===== src/rtl/hnss_pkg.sv =====
// ----------------------------------------------------------------------------
// hnss_pkg
// Shared types, constants and helpers for the H.265 Annex B stream splitter.
// ----------------------------------------------------------------------------
`default_nettype none

package hnss_pkg;

  // Output route codes.
  typedef enum logic [1:0] {
    ROUTE_PACKET = 2'd0,
    ROUTE_PARAMS = 2'd1,
    ROUTE_SEI    = 2'd2
  } route_e;

  // Header byte mask ahead of the type field extraction.
  localparam logic [7:0] HDR_TYPE_MASK = 8'h7F;

  // Unit type codes and ranges.
  localparam logic [5:0] TYPE_VPS        = 6'd32;
  localparam logic [5:0] TYPE_PPS        = 6'd34;
  localparam logic [5:0] TYPE_SEI_PREFIX = 6'd39;
  localparam logic [5:0] TYPE_SEI_SUFFIX = 6'd40;
  localparam logic [5:0] TYPE_IRAP_LO    = 6'd16;
  localparam logic [5:0] TYPE_VCL_HI     = 6'd23;

  // Start code bytes.
  localparam logic [7:0] BYTE_ZERO = 8'h00;
  localparam logic [7:0] BYTE_ONE  = 8'h01;

  // Zero run saturates at three held zeros.
  localparam logic [1:0] ZERO_RUN_MAX = 2'd3;

  // Six-bit unit type from a header byte.
  function automatic logic [5:0] unit_type(input logic [7:0] hdr);
    logic [7:0] masked;
    masked = hdr & HDR_TYPE_MASK;
    return masked[6:1];
  endfunction

  // Route selected by a unit type.
  function automatic route_e route_of_type(input logic [5:0] ty);
    route_e r;
    r = ROUTE_PACKET;
    if (ty >= TYPE_VPS && ty <= TYPE_PPS) begin
      r = ROUTE_PARAMS;
    end else if (ty == TYPE_SEI_PREFIX || ty == TYPE_SEI_SUFFIX) begin
      r = ROUTE_SEI;
    end
    return r;
  endfunction

endpackage

`default_nettype wire


===== src/rtl/hevc_nal_stream_splitter.sv =====
// ----------------------------------------------------------------------------
// hevc_nal_stream_splitter
// Finds 00 00 01 start codes in an H.265 Annex B byte stream and routes
// every unit byte to packet data, parameter sets or SEI.
// ----------------------------------------------------------------------------
//
//   channel | direction | handshake                | payload
//   --------+-----------+--------------------------+------------------------------
//   input   | in        | in_valid_i / in_stall_o  | data_byte_i, last_byte_i
//   output  | out       | out_valid_o / out_stall_i| out_byte_o, route_o,
//           |           |                          | byte_valid_o, packet_done_o,
//           |           |                          | is_keyframe_o
//
// An accepted byte updates the parser state and loads a job register with the
// results it releases (held zeros, a start code one, the byte, an end marker).
// The job register sends one result per cycle to the output register while
// the output is not stalled; a byte with no results never enters it. The next
// byte is taken in the cycle the final result leaves. Reset clears the parser,
// the job register and the output valid; a stalled output stalls the input.
//
`default_nettype none

module hevc_nal_stream_splitter (
  input  wire logic       clk_i,
  input  wire logic       rst_ni,
  input  wire logic       in_valid_i,
  output logic            in_stall_o,
  input  wire logic [7:0] data_byte_i,
  input  wire logic       last_byte_i,
  output logic            out_valid_o,
  input  wire logic       out_stall_i,
  output logic [7:0]      out_byte_o,
  output logic [1:0]      route_o,
  output logic            byte_valid_o,
  output logic            packet_done_o,
  output logic            is_keyframe_o
);

  // --------------------------------------------------------------------------
  // Parser state. in_unit_q is set once the first unit header has been taken.
  // zero_run_q counts zeros held back because they may open a start code.
  // --------------------------------------------------------------------------
  logic                in_unit_q, in_unit_d;
  logic [1:0]          zero_run_q, zero_run_d;
  logic                pending_q, pending_d;
  hnss_pkg::route_e    cur_route_q, cur_route_d;
  logic                key_decided_q, key_decided_d;
  logic                key_value_q, key_value_d;

  // --------------------------------------------------------------------------
  // Job register: what the last accepted byte still has to emit, in order:
  // job_zeros_q zero bytes, then an optional 01, then the byte itself, or a
  // lone end-of-packet marker when the final byte produced nothing.
  // --------------------------------------------------------------------------
  logic                job_valid_q, job_valid_d;
  logic [2:0]          job_zeros_q, job_zeros_d;
  logic                job_one_q, job_one_d;
  logic                job_byte_q, job_byte_d;
  logic                job_mark_q, job_mark_d;
  logic [7:0]          job_data_q, job_data_d;
  hnss_pkg::route_e    job_route_q, job_route_d;
  logic                job_last_q, job_last_d;
  logic                job_key_q, job_key_d;

  // Output register.
  logic                out_valid_q, out_valid_d;
  logic [7:0]          out_byte_q, out_byte_d;
  hnss_pkg::route_e    out_route_q, out_route_d;
  logic                out_bvalid_q, out_bvalid_d;
  logic                out_done_q, out_done_d;
  logic                out_key_q, out_key_d;

  // Handshake and emission control.
  logic                out_ready;
  logic                emit;
  logic                job_empty_next;
  logic                emit_last;
  logic                accept;

  // Descriptor built from the incoming byte.
  logic [5:0]          hdr_type;
  hnss_pkg::route_e    new_route;
  logic [2:0]          new_zeros;
  logic                new_one;
  logic                new_byte;
  logic                new_mark;
  logic                new_key;
  logic                has_result;

  // Next job contents after one result leaves.
  logic [2:0]          step_zeros;
  logic                step_one;
  logic                step_byte;
  logic                step_mark;

  // --------------------------------------------------------------------------
  // Emission: one result per cycle whenever the output register can take it.
  // --------------------------------------------------------------------------
  assign out_ready = !out_valid_q || !out_stall_i;
  assign emit      = job_valid_q && out_ready;

  always_comb begin
    step_zeros = job_zeros_q;
    step_one   = job_one_q;
    step_byte  = job_byte_q;
    step_mark  = job_mark_q;
    if (job_zeros_q != 3'd0) begin
      step_zeros = job_zeros_q - 3'd1;
    end else if (job_one_q) begin
      step_one = 1'b0;
    end else if (job_byte_q) begin
      step_byte = 1'b0;
    end else begin
      step_mark = 1'b0;
    end
  end

  assign job_empty_next = (step_zeros == 3'd0) && !step_one && !step_byte && !step_mark;
  assign emit_last      = emit && job_empty_next;
  assign in_stall_o     = job_valid_q && !emit_last;
  assign accept         = in_valid_i && !in_stall_o;

  // --------------------------------------------------------------------------
  // Parser: decides, for the incoming byte, which results it releases and
  // how the start code state moves on.
  // --------------------------------------------------------------------------
  assign hdr_type  = hnss_pkg::unit_type(data_byte_i);
  assign new_route = hnss_pkg::route_of_type(hdr_type);

  always_comb begin
    in_unit_d     = in_unit_q;
    zero_run_d    = zero_run_q;
    pending_d     = pending_q;
    cur_route_d   = cur_route_q;
    key_decided_d = key_decided_q;
    key_value_d   = key_value_q;
    new_zeros     = 3'd0;
    new_one       = 1'b0;
    new_byte      = 1'b0;

    if (pending_q) begin
      // Header byte: the held zeros, the 01 and the header go out on the
      // route the header selects.
      cur_route_d = new_route;
      new_zeros   = {1'b0, zero_run_q};
      new_one     = 1'b1;
      new_byte    = 1'b1;
      if (!key_decided_q && hdr_type <= hnss_pkg::TYPE_VCL_HI) begin
        key_decided_d = 1'b1;
        key_value_d   = (hdr_type >= hnss_pkg::TYPE_IRAP_LO);
      end
      pending_d  = 1'b0;
      in_unit_d  = 1'b1;
      zero_run_d = 2'd0;
    end else if (data_byte_i == hnss_pkg::BYTE_ZERO) begin
      // A fourth zero pushes the oldest held zero out to the current unit.
      if (zero_run_q == hnss_pkg::ZERO_RUN_MAX) begin
        new_zeros = {2'b00, in_unit_q};
      end else begin
        zero_run_d = zero_run_q + 2'd1;
      end
      // At the end of the packet the held zeros belong to the current unit.
      if (last_byte_i && in_unit_q) begin
        new_zeros = new_zeros + {1'b0, zero_run_d};
      end
    end else if (data_byte_i == hnss_pkg::BYTE_ONE && zero_run_q >= 2'd2) begin
      pending_d = 1'b1;
    end else begin
      if (in_unit_q) begin
        new_zeros = {1'b0, zero_run_q};
        new_byte  = 1'b1;
      end
      zero_run_d = 2'd0;
    end

    new_key    = key_decided_d && key_value_d;
    has_result = (new_zeros != 3'd0) || new_one || new_byte;
    new_mark   = last_byte_i && !has_result;

    // The packet ends here: everything goes back to its reset value.
    if (last_byte_i) begin
      in_unit_d     = 1'b0;
      zero_run_d    = 2'd0;
      pending_d     = 1'b0;
      cur_route_d   = hnss_pkg::ROUTE_PACKET;
      key_decided_d = 1'b0;
      key_value_d   = 1'b0;
    end

    if (!accept) begin
      in_unit_d     = in_unit_q;
      zero_run_d    = zero_run_q;
      pending_d     = pending_q;
      cur_route_d   = cur_route_q;
      key_decided_d = key_decided_q;
      key_value_d   = key_value_q;
    end
  end

  // --------------------------------------------------------------------------
  // Job register next state. A new job replaces a finished one in the same
  // cycle; bytes with nothing to emit never occupy it.
  // --------------------------------------------------------------------------
  always_comb begin
    job_valid_d = job_valid_q;
    job_zeros_d = job_zeros_q;
    job_one_d   = job_one_q;
    job_byte_d  = job_byte_q;
    job_mark_d  = job_mark_q;
    job_data_d  = job_data_q;
    job_route_d = job_route_q;
    job_last_d  = job_last_q;
    job_key_d   = job_key_q;
    if (accept) begin
      job_valid_d = has_result || new_mark;
      job_zeros_d = new_zeros;
      job_one_d   = new_one;
      job_byte_d  = new_byte;
      job_mark_d  = new_mark;
      job_data_d  = data_byte_i;
      job_route_d = pending_q ? new_route : cur_route_q;
      job_last_d  = last_byte_i;
      job_key_d   = new_key;
    end else if (emit) begin
      job_valid_d = !job_empty_next;
      job_zeros_d = step_zeros;
      job_one_d   = step_one;
      job_byte_d  = step_byte;
      job_mark_d  = step_mark;
    end
  end

  // --------------------------------------------------------------------------
  // Output register next state.
  // --------------------------------------------------------------------------
  always_comb begin
    out_valid_d  = out_valid_q;
    out_byte_d   = out_byte_q;
    out_route_d  = out_route_q;
    out_bvalid_d = out_bvalid_q;
    out_done_d   = out_done_q;
    out_key_d    = out_key_q;
    if (out_ready) begin
      out_valid_d  = emit;
      out_bvalid_d = 1'b1;
      out_route_d  = job_route_q;
      if (job_zeros_q != 3'd0) begin
        out_byte_d = hnss_pkg::BYTE_ZERO;
      end else if (job_one_q) begin
        out_byte_d = hnss_pkg::BYTE_ONE;
      end else if (job_byte_q) begin
        out_byte_d = job_data_q;
      end else begin
        // End marker without a routed byte.
        out_byte_d   = hnss_pkg::BYTE_ZERO;
        out_route_d  = hnss_pkg::ROUTE_PACKET;
        out_bvalid_d = 1'b0;
      end
      out_done_d = job_last_q && job_empty_next;
      out_key_d  = job_last_q && job_empty_next && job_key_q;
    end
  end

  // --------------------------------------------------------------------------
  // Registers.
  // --------------------------------------------------------------------------
  always_ff @(posedge clk_i or negedge rst_ni) begin
    if (!rst_ni) begin
      in_unit_q     <= 1'b0;
      zero_run_q    <= 2'd0;
      pending_q     <= 1'b0;
      cur_route_q   <= hnss_pkg::ROUTE_PACKET;
      key_decided_q <= 1'b0;
      key_value_q   <= 1'b0;
      job_valid_q   <= 1'b0;
      job_zeros_q   <= 3'd0;
      job_one_q     <= 1'b0;
      job_byte_q    <= 1'b0;
      job_mark_q    <= 1'b0;
      out_valid_q   <= 1'b0;
    end else begin
      in_unit_q     <= in_unit_d;
      zero_run_q    <= zero_run_d;
      pending_q     <= pending_d;
      cur_route_q   <= cur_route_d;
      key_decided_q <= key_decided_d;
      key_value_q   <= key_value_d;
      job_valid_q   <= job_valid_d;
      job_zeros_q   <= job_zeros_d;
      job_one_q     <= job_one_d;
      job_byte_q    <= job_byte_d;
      job_mark_q    <= job_mark_d;
      out_valid_q   <= out_valid_d;
    end
  end

  always_ff @(posedge clk_i) begin
    job_data_q   <= job_data_d;
    job_route_q  <= job_route_d;
    job_last_q   <= job_last_d;
    job_key_q    <= job_key_d;
    out_byte_q   <= out_byte_d;
    out_route_q  <= out_route_d;
    out_bvalid_q <= out_bvalid_d;
    out_done_q   <= out_done_d;
    out_key_q    <= out_key_d;
  end

  assign out_valid_o   = out_valid_q;
  assign out_byte_o    = out_byte_q;
  assign route_o       = out_route_q;
  assign byte_valid_o  = out_bvalid_q;
  assign packet_done_o = out_done_q;
  assign is_keyframe_o = out_key_q;

  // --------------------------------------------------------------------------
  // Assertions.
  // --------------------------------------------------------------------------

  // A result without a routed byte only ever closes a packet, on route zero.
  assert property (@(posedge clk_i) disable iff (!rst_ni)
    out_valid_o && !byte_valid_o |-> packet_done_o && route_o == hnss_pkg::ROUTE_PACKET)
    else $error("blank result that does not close a packet");

  // An occupied job register always has something left to emit.
  assert property (@(posedge clk_i) disable iff (!rst_ni)
    job_valid_q |-> (job_zeros_q != 3'd0) || job_one_q || job_byte_q || job_mark_q)
    else $error("job register occupied but empty");

  // Four held zeros is the most a single byte can release.
  assert property (@(posedge clk_i) disable iff (!rst_ni)
    job_valid_q |-> job_zeros_q <= 3'd4)
    else $error("job zero count out of range");

  // Accepting the final byte of a packet returns the parser to its start.
  assert property (@(posedge clk_i) disable iff (!rst_ni)
    accept && last_byte_i |=> !in_unit_q && zero_run_q == 2'd0 && !pending_q
                              && !key_decided_q)
    else $error("parser state not cleared at packet end");

endmodule

`default_nettype wire


===== config.mk =====
export PLATFORM = sky130hd
export DESIGN_NAME = hevc_nal_stream_splitter
export DESIGN_NICKNAME = d
export VERILOG_FILES = /design/src/rtl/hnss_pkg.sv /design/src/rtl/hevc_nal_stream_splitter.sv
export SDC_FILE = /design/constraint.sdc
export NUM_CORES = 1
export LEC_CHECK = 0
export ABC_AREA = 1
export BUFFER_PORTS_ARGS = -buffer_cell sky130_fd_sc_hd__clkbuf_2
export CAP_MARGIN = 10
export CORE_MARGIN = 2
export CORE_UTILIZATION = 45
export DETAILED_ROUTE_END_ITERATION = 8
export PLACE_DENSITY = 0.69
export SLEW_MARGIN = 10
export SYNTH_ARGS = -nofsm -noshare
export SYNTH_HDL_FRONTEND = slang
export SYNTH_SLANG_ARGS = --single-unit

===== constraint.sdc =====
create_clock -name clk_i -period 2.85 [get_ports clk_i]
set_input_delay 0.1425 -clock clk_i [delete_from_list [all_inputs] [get_ports clk_i]]
set_output_delay 0.1425 -clock clk_i [all_outputs]
set_load 0.02 [all_outputs]

==> results of run 1 <==
==> sequential cells by signal, summed over array words and instances (netlist names), 2 cells and up <==
signal	count
job_data_q	8
out_byte_o	8
job_zeros_q	3
cur_route_q	2
job_route_q	2
route_o	2
zero_run_q	2
==> worst max-delay path: cells and delay by family, from the launching register on <==
kind,cells,cell delay [ns]
simple gates,9,1.01
flops,1,0.40
buf+inv,2,0.40
fa+ha+maj,1,0.25
compound gates,1,0.05
==> metal layers <==
layer / global-route usage / vias to the layer above / share of wire
li1: - / 781 / -
met1: 0.201 / 706 / 0.46
met2: 0.285 / 26 / 0.48
met3: 0.0450 / 11 / 0.038
met4: 0.0797 / 0 / 0.026
met5: 0 / - / 0
==> cell type report <==
cell class                 count  area, um2
multi-input combinational    140        737
timing repair buffer          29        153
clock buffer                   6       72.6
clock inverter                 2       33.8
sequential                    41       1150
tap                           52       65.1
fill                         414       2010
inverter                      36        135
==> repair_timing <==
item,CTS,global route
hold buffers,1,0
hold endpoints to repair,16,0
buffers inserted,0,0
endpoints found under the setup margin,0,0
==> Yosys cell counts <==
master,number,area [um2]
nand2_4,2,22.5
nand3_1,15,75.1
nor4_1,1,6.26
inv_1,34,128
nand3_2,2,20.0
buf_6,1,11.3
nand2_2,2,12.5
nor2_1,33,124
o21ai_1,3,15.0
nand3b_1,1,7.51
mux2i_1,1,10.0
o32ai_1,1,8.76
clkbuf_1,1,3.75
or2_2,1,6.26
o21a_1,1,7.51
a21oi_1,5,25.0
ha_1,4,50.1
dfrtp_1,16,400
a21boi_1,1,7.51
inv_2,2,7.51
nand2_1,45,169
o211ai_2,2,25.0
nor2_4,1,11.3
o211ai_1,1,7.51
o221ai_1,1,8.76
clkbuf_2,1,5.00
o21ai_0,8,40.0
edfxtp_1,25,751
o31ai_1,1,7.51
nor2_2,4,25.0
o31ai_2,3,37.5
nor3b_1,1,7.51
==> worst paths after layout <==
| kind | start | to | slack, ns | cells past startpoint |
|---|---|---|---|---|
| min reg2reg | key_value_q | key_value_q | 0.50 | 2 |
| max reg2reg | job_zeros_q[0] | zero_run_q[1] | 0.63 | 13 |
| max in group asynchronous | rst_ni | key_decided_q | 2.24 | 2 |
| max | job_zeros_q[0] | zero_run_q[1] | 0.63 | 13 |
| min | data_byte_i[7] | job_data_q[7] | 0.06 | 1 |
| min in group asynchronous | rst_ni | out_valid_o | 0.31 | 2 |
==> power by group through the flow <==
| stage | Sequential, mW | Combinational [mW] | Clock [mW] |
|---|---|---|---|
| after detailed placement | 0.916 | 0.766 | 0 |
| after floorplan | 0.929 | 0.570 | 0 |
| after CTS | 0.903 | 0.772 | 0.454 |
| after global routing | 0.923 | 0.879 | 0.485 |
| after global placement | 0.911 | 0.752 | 0 |
| final | 0.903 | 0.764 | 0.446 |
==> kinds of logic after synthesis <==
group	count (synthesis)
AOI/OAI and AO/OA	27
adders and majority gates	4
buffers and inverters	39
DFF	41
muxes	1
and+or+nand+nor	108
==> stage by stage <==
stage / area [um2] / std cells / utilization / worst slack, ns / hold slack (ns)
floorplan: 2040 / 220 / - / 0.910 / -0.153
global placement: 2230 / 297 / 0.512 / 0.740 / 0.0936
detailed placement: 2230 / 297 / 0.512 / 0.621 / 0.0886
CTS: 2350 / 306 / 0.539 / 0.609 / 0.0505
global route: 2350 / 306 / 0.539 / 0.334 / 0.0474
finish: 2350 / 306 / 0.539 / 0.634 / 0.0557
==> results.py, run 1 <==
metrics = {
    "floorplanning": {
        "core_area_um2": 4350,
        "start_util": 0.469,
        "die_area_um2": 5100,
        "fp.dieH_um": 71.4,
        "rows": 24,
        "io_pins": 28,
        "die_w_um": 71.4,
    },
    "sta": {
        "skew_ns": 0.00605,
        "tightest_slew_ns": 0.415,
        "setup_viol": 0,
        "fin_crit_ns": 2.22,
        "slew_violations": 0,
        "finalCritPeriodShare": 0.778,
        "finalHoldViolations": 0,
        "fmax_mhz": 451,
        "rsz0062_at_grt": "no",
        "slew_headroom": 0.723,
        "fin_setup_tns_ns": 0,
    },
    "placement": {
        "portBuffers": 27,
        "hpwlAfterDp_um": 2780,
        "globalplace.congestion": 0.890,
    },
    "cts": {
        "h-tree-depth": 2,
        "cts_resized": 0,
        "numCtsBuffers": 5,
        "path_clk_slew_ns": 0.08,
        "clock_latency_ns": 0.29,
        "root_buffer": "clkbuf_8",
        "clock_sinks": 41,
        "cts_tree": "done",
        "clockBufferDepth": 2,
    },
    "power": {
        "p_leak_nw": 1.09,
        "power.internal_mw": 1.32,
        "power_switching_mw": 0.790,
        "comb_power_share": 0.362,
        "seqPwrFrac": 0.427,
        "vdd_ir_drop_max_v": 0.000267,
        "powerDensity_nw_per_um2": 900,
        "power_mw": 2.11,
        "swShare": 0.374,
        "p_clk_frac": 0.211,
    },
    "synthesis": {
        "synth.net_count": 237,
        "synthCells": 220,
        "synth-simple-area-share": 0.238,
        "synth_top_family_by_area": "simple AND/OR/NAND/NOR gates",
        "synth_compound_area_frac": 0.0931,
        "synth_seq_cells": 41,
        "synth-xor-area-share": 0,
        "avgSynthCellArea_um2": 9.29,
        "synth-warning-count": 0,
        "synthMuxAreaShare": 0.00490,
        "yosysUniqueCellTypes": 32,
        "synth-adder-area-share": 0.0245,
        "synth.yosys.seq_area_share": 0.563,
        "syn_area_um2": 2040,
    },
    "layout": {
        "num-nets-final": 270,
        "n_antenna_cell": 0,
        "area_growth_pct": 14.9,
        "final_common_cell": "nand2_1",
        "drive_gt1_frac": 0.209,
        "final_cell_mix": "45 x nand2_1, 34 x inv_1, 33 x nor2_1",
    },
    "global_route": {
        "grt_pass1_vias": 1545,
        "grt_pass1_wl_um": 6730,
        "grt_max_degree": 17,
        "grt_usage": 0.169,
        "grt.overflow.total": 0,
        "antenna_found_initial": 0,
    },
    "critical_path": {
        "cp_max_fo": 16,
        "cp_cell_sequence": "inv_1, ha_1, nand2_2, nand3_1, nand2_1, nor2_2, nand3_2, nand2_4, nand2_4, inv_2, nand2_2, nand2_1, o21ai_1",
        "critical-path-max-stage-delay_ns": 0.40,
        "worst_setup_path_start_kind": "register",
        "critical_path_arrival_ns": 2.40,
        "crit_slowest_cell": "dfrtp_1",
        "crit_path_end_kind": "register",
        "setup.worst_path.class": "register to register",
        "cp.required_ns": 3.03,
    },
    "drt": {
        "num_vias": 1524,
        "drc_errors": 0,
        "wl_um": 3670,
        "drt_pass1_iterations": 9,
        "dr.first_iter.drc_count": 61,
        "detail-route-antenna-nets": 0,
        "viasPerCell": 4.98,
        "wire_per_inst_um": 12.0,
    },
    "flow_run": {
        "max_cap_viol_count": 0,
    },
    "outcome": {
        "outcome": "completed",
    },
    "worst_hold_path": {
        "hp-class": "input pin to register",
    },
}
No activity file was read; power rests on OpenSTA's default activity.
==> inputs of run 2 (changes only) <==
ABC_AREA = 0   (was 1)
PLACE_DENSITY = 0.72   (was 0.69)
clock period = 1.9 ns   (was 2.85 ns; I/O delays follow)
==> results.py, run 2 <==
metrics = {
    "outcome": {
        "outcome": "finished with violations",
        "violations": "setup timing",
    },
    "global_route": {
        "grt_max_degree": 19,
        "grt_usage": 0.177,
        "antenna_found_initial": 0,
        "grt.overflow.total": 0,
        "grt_pass1_vias": 1431,
        "grt_pass1_wl_um": 6820,
    },
    "synthesis": {
        "synth-warning-count": 0,
        "yosys.area.top_type": "edfxtp_1",
        "synth_edf_count": 25,
        "synthTopCellsByArea": "edfxtp_1 38%, dfrtp_1 20%, and2_1 3.8%, ha_1 2.5%, a21oi_1 2.3%",
        "synth_seq_cells": 41,
        "syn_area_um2": 1980,
        "synthCells": 167,
        "avgSynthCellArea_um2": 11.9,
        "yosys.area.top_type_share": 0.379,
        "synth_most_common_cell": "edfxtp_1",
        "synthTopCellsByCount": "25 x edfxtp_1, 16 x dfrtp_1, 12 x and2_1, 12 x nand2_1, 10 x nor2_1",
        "yosysUniqueCellTypes": 46,
        "synthFlopType": "edfxtp_1",
        "synth.yosys.seq_area_share": 0.580,
        "async_reset_ff_frac": 0.390,
        "synth.net_count": 184,
    },
    "placement": {
        "hpwlAfterDp_um": 2910,
        "globalplace.congestion": 0.881,
        "portBuffers": 27,
        "dp_slack_ns": -0.0801,
    },
    "critical_path": {
        "critical-path-max-stage-delay_ns": 0.39,
        "setup.worst_path.class": "register to output port",
        "worst_setup_path_start_kind": "register",
        "crit_slowest_cell": "dfrtp_1",
        "cp.required_ns": 1.80,
        "crit_buf_inv": 2,
        "cp_cell_sequence": "inv_2, ha_4, and2b_2, mux2i_4, nor3_4, a21boi_2, clkbuf_8",
        "crit_path_end_kind": "output port",
        "worst_path_dominant_cell_family": "flip-flops",
        "critical_path_arrival_ns": 1.87,
        "cp_max_fo": 2,
    },
    "layout": {
        "post-route-util": 0.600,
        "fillers": 347,
        "n_antenna_cell": 0,
        "final_cell_mix": "26 x clkbuf_2, 25 x edfxtp_1, 19 x buf_4",
        "final_common_cell": "clkbuf_2",
        "area_growth_pct": 29.9,
        "num-nets-final": 238,
        "drive_gt1_frac": 0.365,
    },
    "drt": {
        "wire_per_inst_um": 15.5,
        "detail-route-antenna-nets": 0,
        "dr.first_iter.drc_count": 118,
        "wl_um": 4250,
        "drc_errors": 0,
        "drt_pass1_iterations": 4,
        "viasPerCell": 5.47,
        "num_vias": 1499,
    },
    "sta": {
        "fin_setup_tns_ns": -0.501,
        "tightest_slew_ns": 0.476,
        "fmax_mhz": 508,
        "finalHoldViolations": 0,
        "rsz0062_at_grt": "yes",
        "slew_headroom": 0.678,
        "slew_violations": 0,
        "setup_ws_ns": -0.0671,
        "finalCritPeriodShare": 1.04,
        "skew_ns": 0.00334,
        "setup_viol": 19,
        "fin_crit_ns": 1.97,
        "hold_ws_ns": 0.0150,
    },
    "floorplanning": {
        "die_w_um": 70.4,
        "rows": 24,
        "io_pins": 28,
        "die_area_um2": 4950,
        "start_util": 0.462,
        "core_area_um2": 4290,
        "fp.dieH_um": 70.4,
    },
    "power": {
        "powerDensity_nw_per_um2": 1520,
        "vdd_ir_drop_max_v": 0.000555,
        "p_leak_nw": 1.08,
        "power_mw": 3.91,
    },
    "cts": {
        "clock_latency_ns": 0.30,
        "clockBufferDepth": 2,
        "root_buffer": "clkbuf_8",
        "path_clk_slew_ns": 0.08,
        "clock_sinks": 41,
        "h-tree-depth": 2,
        "numCtsBuffers": 5,
        "cts_tree": "done",
    },
    "flow_run": {
        "max_cap_viol_count": 0,
    },
    "worst_hold_path": {
        "hp-class": "input pin to register",
    },
}
==> run 2: changes by cell type in the layout (fill, tap and decap cells not counted), moves of 3 or more <==
cell / delta
a21oi_1: +4
inv_1: -29
and2_1: +12
nand3_1: -10
o31ai_2: -3
nand2b_1: +5
nand2_1: -34
buf_4: +18
or3_1: +4
nor2_1: -23
nor2_2: -4
==> run 2: layer usage <==
metal	routed length, um	track usage	vias up	share of wire
li1	-	-	727	-
met1	1890	0.226	731	0.44
met2	2120	0.287	35	0.50
met3	178	0.0447	6	0.042
met4	69	0.0748	0	0.016
met5	0	0	-	0
==> run 2: cell families after synthesis <==
family | count (synthesis) | synth area share
muxes | 4 | 0.0208
AOI/OAI and AO/OA | 39 | 0.142
adders and majority gates | 4 | 0.0252
buffers and inverters | 11 | 0.0322
DFF | 41 | 0.580
and+or+nand+nor | 67 | 0.195
xor gates and xnor gates | 1 | 0.00442
==> run 2: worst paths after layout <==
kind                           startpoint              to  slack, ns  cells past startpoint
max                        job_zeros_q[0]      in_stall_o      -0.07                      7
min                        data_byte_i[1]   job_data_q[1]       0.01                      1
max reg2reg                job_zeros_q[0]  job_zeros_q[2]      -0.06                      9
min reg2reg                job_route_q[1]      route_o[1]       0.52                      1
max in group asynchronous          rst_ni     key_value_q       1.33                      2
min in group asynchronous          rst_ni     job_valid_q       0.28                      2
==> run 2: layout make-up <==
class | instances | area (um2) | share of cell area
sequential | 41 | 1150 | 0.447
multi-input combinational | 115 | 866 | 0.336
timing repair buffer | 51 | 358 | 0.139
clock buffer | 5 | 68.8 | 0.0267
tap | 52 | 65.1 | 0.0253
clock inverter | 3 | 41.3 | 0.0160
inverter | 7 | 26.3 | 0.0102
==> run 2: power by group <==
group	switching, mW	total (mW)	internal (mW)
Clock	0.318	0.704	0.387
Sequential	0.173	1.42	1.25
Combinational	0.917	1.78	0.865
==> run 2: stage by stage <==
| stage | cells | area [um2] |
|---|---|---|
| final | 274 | 2580 |
| after global routing | 274 | 2580 |
| after CTS | 272 | 2540 |
| after detailed placement | 262 | 2340 |
| after global placement | 262 | 2340 |
| after floorplan | 167 | 2000 |
==> run 2: what timing repair did <==
action                                  in CTS  in global routing
setup buffers                                1                  1
endpoints found under the setup margin      20                 28
hold buffers                                 1                  1
pin swaps                                    1                  3
gates cloned                                 0                  0
hold endpoints to repair                    16                  1
resized for setup                           15                  8
